==> src/rtl/mdas_pkg.sv <==
package mdas_pkg;

  // Fixed field widths
  localparam int PORT_DIMS = 4;
  localparam int IDX_W     = 12;
  localparam int BOUND_W   = 13;
  localparam int DIMS_W    = 3;
  localparam int OFF_W     = 12;
  localparam int DATA_W    = 32;
  localparam int CFG_IDX_W = 3;
  localparam int DIDX_W    = $clog2(PORT_DIMS);

  // Configuration register indexes
  localparam logic [CFG_IDX_W-1:0] CFG_DIMS    = 3'd0;
  localparam logic [CFG_IDX_W-1:0] CFG_BOUND_0 = 3'd1;
  localparam logic [CFG_IDX_W-1:0] CFG_BOUND_1 = 3'd2;
  localparam logic [CFG_IDX_W-1:0] CFG_BOUND_2 = 3'd3;
  localparam logic [CFG_IDX_W-1:0] CFG_BOUND_3 = 3'd4;

  // Result status codes
  localparam logic [1:0] STAT_OK    = 2'd0;
  localparam logic [1:0] STAT_RANGE = 2'd1;
  localparam logic [1:0] STAT_OVER  = 2'd2;

  localparam logic [OFF_W-1:0] OFF_SAT = '1;

  typedef struct packed {
    logic                     op;
    logic [IDX_W-1:0]         index_0;
    logic [IDX_W-1:0]         index_1;
    logic [IDX_W-1:0]         index_2;
    logic [IDX_W-1:0]         index_3;
    logic signed [DATA_W-1:0] write_value;
  } in_word_t;

  typedef struct packed {
    logic signed [DATA_W-1:0] read_value;
    logic [OFF_W-1:0]         offset;
    logic [1:0]               status;
  } out_word_t;

  typedef enum logic [2:0] {
    ST_IDLE,
    ST_DERIVE,
    ST_MUL,
    ST_SUM,
    ST_MEM,
    ST_RESP
  } state_t;

  typedef struct packed {
    logic              load_req;
    logic              derive_step;
    logic [DIDX_W-1:0] derive_idx;
    logic              do_mul;
    logic              do_sum;
    logic              do_mem;
    logic              load_out;
  } ctl_cmd_t;

endpackage

==> src/rtl/mdas_ctrl.sv <==
module mdas_ctrl (
  input  logic              clk,
  input  logic              rst_n,
  input  logic              cfg_we,
  input  logic              in_valid,
  output logic              in_ready,
  output logic              out_valid,
  input  logic              out_ready,
  output mdas_pkg::ctl_cmd_t cmd
);

  localparam logic [mdas_pkg::DIDX_W-1:0] DERIVE_TOP =
    mdas_pkg::DIDX_W'(mdas_pkg::PORT_DIMS - 2);

  mdas_pkg::state_t state_r, state_nxt;
  logic [mdas_pkg::DIDX_W-1:0] k_r, k_nxt;
  logic out_valid_r, out_valid_nxt;

  // State, derive counter and output valid
  always_ff @(posedge clk) begin
    if (!rst_n) begin
      state_r     <= mdas_pkg::ST_IDLE;
      k_r         <= '0;
      out_valid_r <= 1'b0;
    end else begin
      state_r     <= state_nxt;
      k_r         <= k_nxt;
      out_valid_r <= out_valid_nxt;
    end
  end

  // Next state and datapath commands
  always_comb begin
    state_nxt      = state_r;
    k_nxt          = k_r;
    cmd            = '0;
    cmd.derive_idx = k_r;
    in_ready       = 1'b0;
    case (state_r)
      mdas_pkg::ST_IDLE: begin
        in_ready = !cfg_we;
        if (cfg_we) begin
          state_nxt = mdas_pkg::ST_DERIVE;
          k_nxt     = DERIVE_TOP;
        end else if (in_valid) begin
          cmd.load_req = 1'b1;
          state_nxt    = mdas_pkg::ST_MUL;
        end
      end
      mdas_pkg::ST_DERIVE: begin
        // walk strides from the inner dimension outward; restart on a new write
        if (cfg_we) begin
          k_nxt = DERIVE_TOP;
        end else begin
          cmd.derive_step = 1'b1;
          if (k_r == '0) begin
            state_nxt = mdas_pkg::ST_IDLE;
          end else begin
            k_nxt = k_r - mdas_pkg::DIDX_W'(1);
          end
        end
      end
      mdas_pkg::ST_MUL: begin
        cmd.do_mul = 1'b1;
        state_nxt  = mdas_pkg::ST_SUM;
      end
      mdas_pkg::ST_SUM: begin
        cmd.do_sum = 1'b1;
        state_nxt  = mdas_pkg::ST_MEM;
      end
      mdas_pkg::ST_MEM: begin
        cmd.do_mem = 1'b1;
        state_nxt  = mdas_pkg::ST_RESP;
      end
      mdas_pkg::ST_RESP: begin
        // hold until the output register is free
        if (!out_valid_r || out_ready) begin
          cmd.load_out = 1'b1;
          state_nxt    = mdas_pkg::ST_IDLE;
        end
      end
      default: begin
        state_nxt = mdas_pkg::ST_IDLE;
      end
    endcase
    out_valid_nxt = cmd.load_out ? 1'b1 : (out_ready ? 1'b0 : out_valid_r);
  end

  assign out_valid = out_valid_r;

endmodule

==> config.mk <==
export PLATFORM = sky130hd
export DESIGN_NAME = mdas_ctrl
export DESIGN_NICKNAME = d
export VERILOG_FILES = /design/src/rtl/mdas_pkg.sv /design/src/rtl/mdas_ctrl.sv
export SDC_FILE = /design/constraint.sdc
export NUM_CORES = 1
export LEC_CHECK = 0
export ABC_AREA = 1
export BUFFER_PORTS_ARGS = -buffer_cell sky130_fd_sc_hd__buf_2
export CAP_MARGIN = 10
export CELL_PAD_IN_SITES_DETAIL_PLACEMENT = 1
export CELL_PAD_IN_SITES_GLOBAL_PLACEMENT = 1
export CORE_AREA = 2 2 39 41
export DETAILED_ROUTE_END_ITERATION = 16
export DIE_AREA = 0 0 41 43
export PLACE_DENSITY = 0.81
export SLEW_MARGIN = 20
export SYNTH_ARGS = -nofsm -noshare
export SYNTH_HDL_FRONTEND = slang
export SYNTH_SLANG_ARGS = --single-unit
==> constraint.sdc <==
create_clock -name clk -period 1.65 [get_ports clk]
set_clock_uncertainty 0.05 [all_clocks]
set_input_delay 0.33 -clock clk [delete_from_list [all_inputs] [get_ports clk]]
set_output_delay 0.33 -clock clk [all_outputs]
set_load 0.03 [all_outputs]
# --- Yosys cells after proc, flatten, opt, wreduce, memory -nomap -nowiden ---
# Index checks and enable logic that the tools add are counted.
word_totals:
  reg_bits: 6
  out_inout_bits: 10
  wordCells: 47
  input_bits: 5
classes:
  muxes: 23
  reduce_logical: 9
  n_addsub: 1
  eq_ne: 11
op_table:
  columns: ["cell", "count"]
  rows:
  - ["one-hot mux 3 bit (6 select lines)", 1]
  - ["2-to-1 mux 3 bit", 5]
  - ["2-to-1 mux 1 bit", 13]
  - ["!= test 2 bit, second input constant", 4]
  - ["equality test 3 x 2 -> 1 bit, second input constant", 2]
  - ["equality test 3 bit, second input constant", 2]
  - ["2-to-1 mux 2 bit", 3]
  - ["!= test 3 bit, second input constant", 2]
  - ["one-hot mux 2 bit (2 select lines)", 1]
  - ["AND reduction 4 bit", 1]
  - ["nonzero test 2 bit", 2]
  - ["equality test 3 x 1 -> 1 bit, second input constant", 1]
  - ["zero test 3 bit", 1]
  - ["AND reduction 3 bit", 1]
  - ["zero test 1 bit", 2]
  - ["zero test 2 bit", 1]
  - ["subtractor 2 x 1 -> 2 bit, second input constant", 1]
  - ["logical OR 1 bit", 1]

# --- Depth between registers and ports, before layout ---
# Gate-level depths: netlist of the first run.
logic_depth:
  depth_word: 5
  ltp_mapped: 7
  mapped_depth_nobuf: 7

# --- Worst setup path before layout of the first run ---
# OpenSTA, ideal clock, no wires.
synth_path:
  kind: "register to output"
  start: "reg state_r[0]"
  end: "out cmd[6] (netlist name)"
  t_required_ns: 1.270
  path_stages_with_launch: 3
  arrival_time_ns: 1.424
  path_buffers: 0
  slack_ns: -0.154
  path_cell_list: "dfxtp_1 -> inv_2 -> nor4_1"
synth_rtl:
  columns: ["element", "line", "source"]
  rows:
  - ["start: declaration", "mdas_ctrl.sv:15", "mdas_pkg::state_t state_r, state_nxt;"]
  - ["start signal: assignment", "mdas_ctrl.sv:22", "state_r <= mdas_pkg::ST_IDLE;"]
  - ["start signal: assignment", "mdas_ctrl.sv:26", "state_r <= state_nxt;"]
  - ["end: declaration", "mdas_ctrl.sv:9", "output mdas_pkg::ctl_cmd_t cmd"]

==> summary.md, run 1 <==
| Metric | Value |
|---|---|
| Die ar. | ~1800 um^2 |
| Remaining global-route overflow | 0 |
| Synth Area per Inst | roughly 6.7 um^2 |
| Least-Margin Pin Slew | roughly 210 ps |
| Sequential element share of the synthesized area | 30.1% |
| Core area | ~1400 um^2 |
| Critical register-to-register path startpoint | k_r[0]$_SDFFE_PN0P_ |
| Cells on worst reg2reg path | 7 |
| Initial DRC Count | 6 |
| Area Overhead vs Synth | 37.9% |
| Crit Reg-Reg Endpoint | state_r[1]$_SDFFE_PN0P_ |
| N_diodes | 0 |
| Inserted Clock Buffers | 3 |
| Largest net degree at the start of global routing | 8 |
| # IOs | 15 |
| Yosys warns | 0 |
| Hold WS | between 300 and 400 ps |
| Crit start category | flip-flop |
| Commonest cells after routing, fill and taps aside | inv_1, nand2_1, buf_2, nand3_1, nor2_1 |
| Post-Syn Instances | 60 |
| Max-slew violations | 0 |
| PD cells | between 1000 and 1500 nW/um^2 |
| Worst Min Path Start | rst_n |
| Top-area cell type share of the netlist area | between 30 and 40% |
| Final worst path period share | 96.7% |
| GRT met1 Usage | 16.0% |
| Slew margin rel. | approximately 86% |
| Layout Nets | 86 |
| Clock tree sinks | 6 |
| Max Fclk | between 600 and 700 MHz |
| Req. time, crit path | 1270 ps |
| Setup TNS | 0 ps |
| Yosys top cell by area | dfxtp_1 |
| Hold Path Class | input pin to flip-flop |
| CP endpoint kind | primary output |
| Clock Latency Late Sink | approximately 250 ps |
| Register bit total from synthesis | 6 |
| DR vias | roughly 450 |
| Total power | between 0.5 and 0.6 mW |
| R2R setup slack | around 460 ps |
| Detailed Routing Iterations Pass 1 | 4 |
| Final Cell Area | ~550 um^2 |
| Yosys cell types | 17 |
| RSZ-0062 raised after global routing | false |
| WHS Path Cells | 3 |
| Setup violators final | 0 |
| Ranking of synthesized cells by area | dfxtp_1, inv_1, nand2_1 |
| Hold EP | state_r[2]$_SDFFE_PN0P_ |
| Clock Pin Slew Worst Setup and Hold Paths | around 50 ps |
| MaxCap Viol Count | 0 |
| Arr. time, crit path | 1220 ps |
| Total Routing Usage GR | between 10% and 20% |
| Starting density of the core | 28.8% |
| Vias in the first global route | 449 |
| Antenna Nets Post-Route | 0 |
| Crit path time final | about 1600 ps |
| Max IR drop VDD | between 0.0004 and 0.0005 V |
| Post-DP Area | 488 um^2 |
| First-pass GRT wire length | 1.81 mm |
| Clock tree buffer depth | 2 |
| DRC | 0 |
| Final hold vios | 0 |
| Mapped Nets | 66 |
| Initial antenna violation count | 0 |
| Leak Pwr | about 0.33 nW |
| Final wirelength | 1.07 mm |
| Met3 usage | ~3.1% |
| Grt peak-use layer | met2 |
| M2 GR Usage | between 20 and 30% |
| H-tree depth | 1 |
| Final HPWL DP | roughly 840 um |
| Cell area after synthesis | ~400 um^2 |
| GP Congestion | between 0.7 and 0.8 |
| Critical path class | flip-flop to primary output |
| Die Wd | 41 um |
| Max FO, Critical Path | 6 |
| Layout cells sized above 1 | 39.7% |
| CTS tree | yes |
| Clock Root Buffer | clkbuf_4 |
| WL/cell | between 10 and 15 um |
| Buffers on Ports | 14 |
| Cell row count | 14 |
| Cts hold-fix bufs | 0 |
| Vias per inst | around 4.8 |
| Status | finished, final reports clean |
| Die Ht | 43 um |
## logic make-up after synthesis
family                   share of synthesized area [%]
flip-flops                                        30.1
AND/OR/NAND/NOR                                   44.5
AO/OA/AOI/OAI                                     7.21
adder cells (fa/ha/maj)                           3.13
buffers and inverters                             15.0
## per-stage QoR
step	util [%]	setup WS, ps	std cells
global route	39.8	2.71	94
CTS	37.3	-5.89	92
floorplan	-	185	60
finish	39.8	54.8	94
detailed placement	35.3	195	89
global placement	35.3	262	89
## critical path, cell delays in order, from the launching register on
cell and delay [ps]:
dfxtp_4 370, inv_2 80, nor2_4 100, nand2_1 90, nor2_2 180, buf_6 150
## flip-flops by register name, indices dropped and copies added (netlist names)
name,cells
out_valid,1
state_r,3
k_r,2
## synthesized netlist by cell type (all sizes together)
library cell   n
nor4           1
dfxtp          6
a31oi          1
a21oi          3
nand3          8
nor2           9
nand2         12
inv           14
nand4          3
o21a           1
buf            1
ha             1
## worst max-delay path by stage
stage	to	slack, ps	cells after the start	from
floorplan	cmd[6]	180	2	state_r[0]$_SDFFE_PN0P_
global placement	cmd[0]	260	5	state_r[0]$_SDFFE_PN0P_
detailed placement	cmd[0]	190	5	state_r[0]$_SDFFE_PN0P_
CTS	cmd[0]	-6	5	state_r[0]$_SDFFE_PN0P_
global route	cmd[7]	3	4	state_r[2]$_SDFFE_PN0P_
finish	cmd[0]	50	5	state_r[0]$_SDFFE_PN0P_
## layer usage
layer  vias up  part of all wire, %  wire length (um)
met5         -                    0                 0
met4         0                  2.6                28
met3         3                  3.6                39
met2        12                   55               591
met1       210                   39               414
li1        226                    -                 -
## power by group
| part | internal [mW] | total [mW] | switching, mW | leakage, nW |
|---|---|---|---|---|
| registers | 0.168 | 0.198 | 0.0302 | 0.0506 |
| clock network | 0.0825 | 0.140 | 0.0571 | 0.0138 |
| logic | 0.0814 | 0.237 | 0.156 | 0.264 |
## area by class of cell
type / instances / area, um^2
fillers: 178 / 833
multi-input cells: 39 / 235
flip-flops and latches: 6 / 126
repair buffers: 16 / 93.8
inverters: 14 / 52.6
clock buffers: 3 / 22.5
well taps: 16 / 20.0
## timing repair
action                                  4_1_cts  5_1_grt
hold endpoints to repair                      0        0
cloned                                        0        0
pin swaps                                     0        2
endpoints found under the setup margin        3        6
gates resized for setup                       3        6
buffers inserted                              0        2
Note: power is estimated with default switching activity, not from simulation.
==> run 2: changes to the inputs <==
--- a/config.mk
+++ b/config.mk
@@ -10,10 +10,9 @@
 export CAP_MARGIN = 10
 export CELL_PAD_IN_SITES_DETAIL_PLACEMENT = 1
 export CELL_PAD_IN_SITES_GLOBAL_PLACEMENT = 1
-export CORE_AREA = 2 2 39 41
+export CORE_UTILIZATION = 27
 export DETAILED_ROUTE_END_ITERATION = 16
-export DIE_AREA = 0 0 41 43
-export PLACE_DENSITY = 0.81
+export PLACE_DENSITY = 0.77
 export SLEW_MARGIN = 20
 export SYNTH_ARGS = -nofsm -noshare
 export SYNTH_HDL_FRONTEND = slang
==> constraint.sdc (replaced) <==
create_clock -name clk -period 1.43 [get_ports clk]
set_clock_uncertainty 0.05 [all_clocks]
set_input_delay 0.286 -clock clk [delete_from_list [all_inputs] [get_ports clk]]
set_output_delay 0.286 -clock clk [all_outputs]
set_load 0.03 [all_outputs]
==> summary.md, run 2 (synthesized netlist as in run 1, its figures left out) <==
| Metric | Value |
|---|---|
| Total power | just over 0.7 mW |
| Max Fclk | approximately 700 MHz |
| Crit start category | flip-flop |
| Max-slew violations | 0 |
| Net Sw Frac | between 40% and 50% |
| Final hold vios | 0 |
| Die Ht | roughly 40 um |
| Clock tree buffer depth | 2 |
| Req. time, crit path | 1090 ps |
| Failing checks | setup timing |
| Critical register-to-register path startpoint | k_r[0]$_SDFFE_PN0P_ |
| H-tree depth | 1 |
| Post-DP Area | approximately 500 um^2 |
| Internal power | 0.421 mW |
| Cells on worst reg2reg path | 7 |
| Die ar. | roughly 1600 um^2 |
| Biggest register | state_r |
| Setup ws final | -2.95 ps |
| Remaining global-route overflow | 0 |
| Setup violators final | 1 |
| # IOs | 15 |
| Die Wd | 40.5 um |
| Clock power frac | about 22% |
| Initial antenna violation count | 0 |
| Psw | between 0.2 and 0.3 mW |
| PD cells | about 1100 nW/um^2 |
| Least-Margin Pin Slew | 203 ps |
| R2R setup slack | 200 ps |
| Crit path from | state_r[0]$_SDFFE_PN0P_ |
| Inserted Clock Buffers | 3 |
| CP max-delay cell | dfxtp_4 |
| CP top delay family | flip-flops |
| Cell row count | 13 |
| Clock Root Buffer | clkbuf_4 |
| Cell mode on critical path | nor2_4 |
| Status | complete, but fails checks |
| Buffer and inverter count on the worst path | 2 |
| RSZ-0062 raised after global routing | true |
| Buffers on Ports | 14 |
| Area Overhead vs Synth | 58.9% |
| Initial DRC Count | 6 |
| Critical Path End | cmd[0] |
| Most common cell after layout, fill and taps aside | inv_1 |
| MaxCap Viol Count | 0 |
| N_diodes | 0 |
| Hold Path Class | input pin to flip-flop |
| Final worst path period share | 100% |
| Arr. time, crit path | between 1000 and 1500 ps |
| Cts hold-fix bufs | 0 |
| First-pass GRT wire length | roughly 1.6 mm |
| Clock tree sinks | 6 |
| Core area | approximately 1300 um^2 |
| Total Routing Usage GR | roughly 15% |
| Inst Count DP | a little under 90 |
| DR vias | around 460 |
| Leak Pwr | 0.358 nW |
| Largest net degree at the start of global routing | 8 |
| Comb pwr share | 45.4% |
| Hold WS | about 250 ps |
| Worst path depth | 5 |
| Final Cell Area | around 630 um^2 |
| WL/cell | 11.3 um |
| Vias in the first global route | roughly 370 |
| Antenna Nets Post-Route | 0 |
| Max FO, Critical Path | 5 |
| Critical path class | flip-flop to primary output |
| Finished Layout Cells | 97 |
| CTS tree | yes |
| Max incr delay on CP | around 370 ps |
| Max IR drop VDD | 0.000565 V |
| Util after Layout | a little under half |
| Detailed Routing Iterations Pass 1 | 2 |
| Clock Latency Late Sink | ~250 ps |
| Crit path time final | 1430 ps |
| Final HPWL DP | roughly 740 um |
| Commonest cells after routing, fill and taps aside | inv_1, nand2_1, buf_4, buf_2, nand3_1 |
| Clock Pin Slew Worst Setup and Hold Paths | ~50 ps |
| Layout Nets | 90 |
| Starting density of the core | 29.9% |
| Slew margin rel. | a little under nine tenths |
| GP Congestion | between 0.7 and 0.8 |
| CP endpoint kind | primary output |
| Cells along the critical path | inv_6 -> nor2_4 -> nand2_2 -> nor2_4 -> buf_6 |
| Flop pwr share | between 30% and 40% |
| Vias per inst | roughly 4.8 |
| Crit Reg-Reg Endpoint | state_r[1]$_SDFFE_PN0P_ |
| Final wirelength | ~1.1 mm |
| Layout cells sized above 1 | a little over two fifths |
| DRC | 0 |
| Number of flip-flops under the largest register name | 3 |
## run 2: changes by cell type in the layout (fill, tap and decap cells not counted), sizes merged
cell	previous run	this run
buf	16	20
## run 2: final cells by class
class                           count  area (um^2)
Sequential cell                     6          131
Timing Repair Buffer               20          153
Fill cell                         168          699
Tap cell                           15         18.8
Multi-Input combinational cell     39          251
Inverter                           14         57.6
Clock buffer                        3         22.5
## run 2: how the worst min path moves through the flow
stage                                   start                 endpoint  slack (ps)  depth (start not counted)
final                                   rst_n  state_r[2]$_SDFFE_PN0P_         250                          3
after floorplan                         rst_n  state_r[0]$_SDFFE_PN0P_         330                          2
after CTS                               rst_n  state_r[2]$_SDFFE_PN0P_         250                          3
after global routing                    rst_n  state_r[2]$_SDFFE_PN0P_         260                          3
after global placement    k_r[0]$_SDFFE_PN0P_      k_r[0]$_SDFFE_PN0P_         430                          2
after detailed placement  k_r[0]$_SDFFE_PN0P_      k_r[0]$_SDFFE_PN0P_         430                          2
## run 2: metrics by stage
| step | setup TNS [ps] | setup WS (ps) |
|---|---|---|
| 2_1_floorplan | 0 | 8.61 |
| 3_3_place_gp | 0 | 76.4 |
| 3_5_place_dp | 0 | 68.9 |
| 4_1_cts | -13.1 | -13.1 |
| 5_1_grt | -200 | -59.7 |
| 6_report | -2.95 | -2.95 |
## run 2: repair_timing
item | CTS | global route
buffers inserted | 4 | 2
endpoints found under the setup margin | 7 | 7
resized for setup | 15 | 10
pin swaps | 2 | 2
## run 2: routing by layer
| layer | global-route usage [%] | vias to the layer above | wire length (um) |
|---|---|---|---|
| li1 | - | 238 | - |
| met5 | 0 | - | 0 |
| met4 | 10.0 | 0 | 22 |
| met1 | 19.3 | 213 | 512 |
| met2 | 22.2 | 9 | 533 |
| met3 | 3.33 | 2 | 27 |
## run 2: power groups by stage
stage                     logic [mW]  registers, mW  clock network [mW]
after floorplan                0.171          0.237                   0
after global placement         0.247          0.223                   0
after detailed placement       0.251          0.226                   0
after CTS                      0.288          0.227               0.166
after global routing           0.354          0.239               0.176
final                          0.325          0.233               0.158
## run 2: tightest hold or removal path: stages
cell	delay [ps]
buf_2	130
inv_1	60
a31oi_1	30
==> run 3: changes to the inputs <==
--- a/config.mk
+++ b/config.mk
@@ -6,13 +6,14 @@
 export NUM_CORES = 1
 export LEC_CHECK = 0
 export ABC_AREA = 1
+export ABC_CLOCK_PERIOD_IN_PS = 1430
 export BUFFER_PORTS_ARGS = -buffer_cell sky130_fd_sc_hd__buf_2
 export CAP_MARGIN = 10
 export CELL_PAD_IN_SITES_DETAIL_PLACEMENT = 1
 export CELL_PAD_IN_SITES_GLOBAL_PLACEMENT = 1
 export CORE_UTILIZATION = 27
 export DETAILED_ROUTE_END_ITERATION = 16
-export PLACE_DENSITY = 0.77
+export PLACE_DENSITY_LB_ADDON = 0.1
 export SLEW_MARGIN = 20
 export SYNTH_ARGS = -nofsm -noshare
 export SYNTH_HDL_FRONTEND = slang
==> summary.md, run 3 (synthesized netlist as in run 1, its figures left out) <==
| Metric | Value |
|---|---|
| Remaining global-route overflow | 0 |
| WL/cell | 10.8 um |
| Crit Reg-Reg Endpoint | state_r[1]$_SDFFE_PN0P_ |
| Critical Path End | cmd[7] |
| Total Routing Usage GR | approximately 16% |
| Die Wd | 40.5 um |
| GP Congestion | 0.680 |
| Crit path from | state_r[2]$_SDFFE_PN0P_ |
| DRC | 0 |
| Hold WS | roughly 260 ps |
| CP top delay family | flip-flops |
| Max-slew violations | 0 |
| Cts hold-fix bufs | 0 |
| Clock Latency Late Sink | approximately 240 ps |
| Area Overhead vs Synth | 46.4% |
| Max Fclk | between 700 and 800 MHz |
| Final wirelength | between 1 and 1.5 mm |
| Buffers on Ports | 14 |
| Hold Path Class | input pin to flip-flop |
| Crit start category | flip-flop |
| Vias in the first global route | roughly 390 |
| Worst path depth | 4 |
| Clock Root Buffer | clkbuf_4 |
| Initial DRC Count | 3 |
| Largest net degree at the start of global routing | 8 |
| R2R setup slack | approximately 230 ps |
| Number of flip-flops under the largest register name | 3 |
| RSZ-0062 raised after global routing | true |
| Max incr delay on CP | around 370 ps |
| Biggest register | state_r |
| H-tree depth | 1 |
| Req. time, crit path | roughly 1100 ps |
| Critical path class | flip-flop to primary output |
| N_diodes | 0 |
| Cells along the critical path | nor2_4 -> nand3_2 -> nor2_1 -> buf_4 |
| DR vias | 439 |
| # IOs | 15 |
| Die Ht | slightly above 40 um |
| Buffer and inverter count on the worst path | 1 |
| # fillers | ~180 |
| Critical register-to-register path startpoint | k_r[0]$_SDFFE_PN0P_ |
| Max FO, Critical Path | 7 |
| Layout cells sized above 1 | 41.8% |
| Leak Pwr | approximately 0.34 nW |
| Final worst path period share | between 90% and 100% |
| Setup TNS | 0 ps |
| CP max-delay cell | dfxtp_4 |
| Vias per inst | ~4.7 |
| Clock tree sinks | 6 |
| Core area | between 1000 and 1500 um^2 |
| Initial antenna violation count | 0 |
| Final hold vios | 0 |
| Least-Margin Pin Slew | between 150 and 200 ps |
| Cell row count | 13 |
| CP endpoint kind | primary output |
| Clock tree buffer depth | 2 |
| Setup violators final | 0 |
| MaxCap Viol Count | 0 |
| Arr. time, crit path | 1090 ps |
| Clock Pin Slew Worst Setup and Hold Paths | around 50 ps |
| Cells on worst reg2reg path | 7 |
| Starting density of the core | roughly 30% |
| Inserted Clock Buffers | 3 |
| Slew margin rel. | between 80 and 90% |
| PD cells | between 1000 and 1500 nW/um^2 |
| Die ar. | 1640 um^2 |
| Final HPWL DP | between 800 and 900 um |
| Commonest cells after routing, fill and taps aside | inv_1, nand2_1, buf_2, buf_4, nand3_1 |
| Layout Nets | 87 |
| Max IR drop VDD | just under 0.0007 V |
| Status | finished, final reports clean |
| Antenna Nets Post-Route | 0 |
| First-pass GRT wire length | 1.62 mm |
| Crit path time final | 1430 ps |
| Total power | 0.685 mW |
| CTS tree | yes |
| Detailed Routing Iterations Pass 1 | 2 |
==> run 3: power breakdown <==
group	internal (mW)	total (mW)	leakage, nW	switching, mW
Clock	0.0950	0.157	0.0138	0.0619
Sequential	0.193	0.227	0.0509	0.0339
Combinational	0.115	0.301	0.273	0.185
Total	0.404	0.685	0.338	0.281
==> run 3: timing repair <==
action | 4_1_cts | 5_1_grt
endpoints found under the setup margin | 7 | 7
endpoints found under the hold margin | 0 | 0
pin swaps | 4 | 2
setup buffers | 2 | 0
gates resized for setup | 15 | 6
==> run 3: stage by stage <==
step                cells  area, um^2  worst slack, ps  utilization [%]
floorplan              60         405             8.61                -
global placement       89         494              124             37.1
detailed placement     89         494             91.0             37.1
CTS                    94         573            -23.4             43.0
global route           94         584            -59.8             43.8
finish                 94         584             2.41             43.8
==> run 3: final cells by class <==
cell class,instances,area (um^2),area share (%)
multi-input combinational,39,238,40.7
sequential,6,129,22.1
timing repair buffer,17,121,20.8
inverter,14,55.1,9.42
clock buffer,3,22.5,3.85
tap,15,18.8,3.21
==> run 3: worst reg2reg max path, cell delays in order (launching register included) <==
cell	delay (ps)
dfxtp_1	370
inv_1	80
ha_1	200
nand2_1	110
nand3_1	120
nand2_1	90
nor2_1	40
nor2_1	80
==> run 3: worst min path at each step <==
stage                        startpoint                       to  slack, ps  cells past startpoint
CTS                               rst_n  state_r[2]$_SDFFE_PN0P_        250                      3
finish                            rst_n  state_r[0]$_SDFFE_PN0P_        260                      3
global route                      rst_n  state_r[2]$_SDFFE_PN0P_        250                      3
global placement    k_r[0]$_SDFFE_PN0P_      k_r[0]$_SDFFE_PN0P_        450                      2
detailed placement  k_r[0]$_SDFFE_PN0P_      k_r[0]$_SDFFE_PN0P_        470                      2
floorplan                         rst_n  state_r[0]$_SDFFE_PN0P_        330                      2
==> run 3: metal layers <==
layer	wire, um	GRT usage (%)	up-vias
met5	0	0	-
li1	-	-	230
met1	475	17.1	193
met2	468	25.8	14
met3	59	6.67	2
met4	12	10.0	0
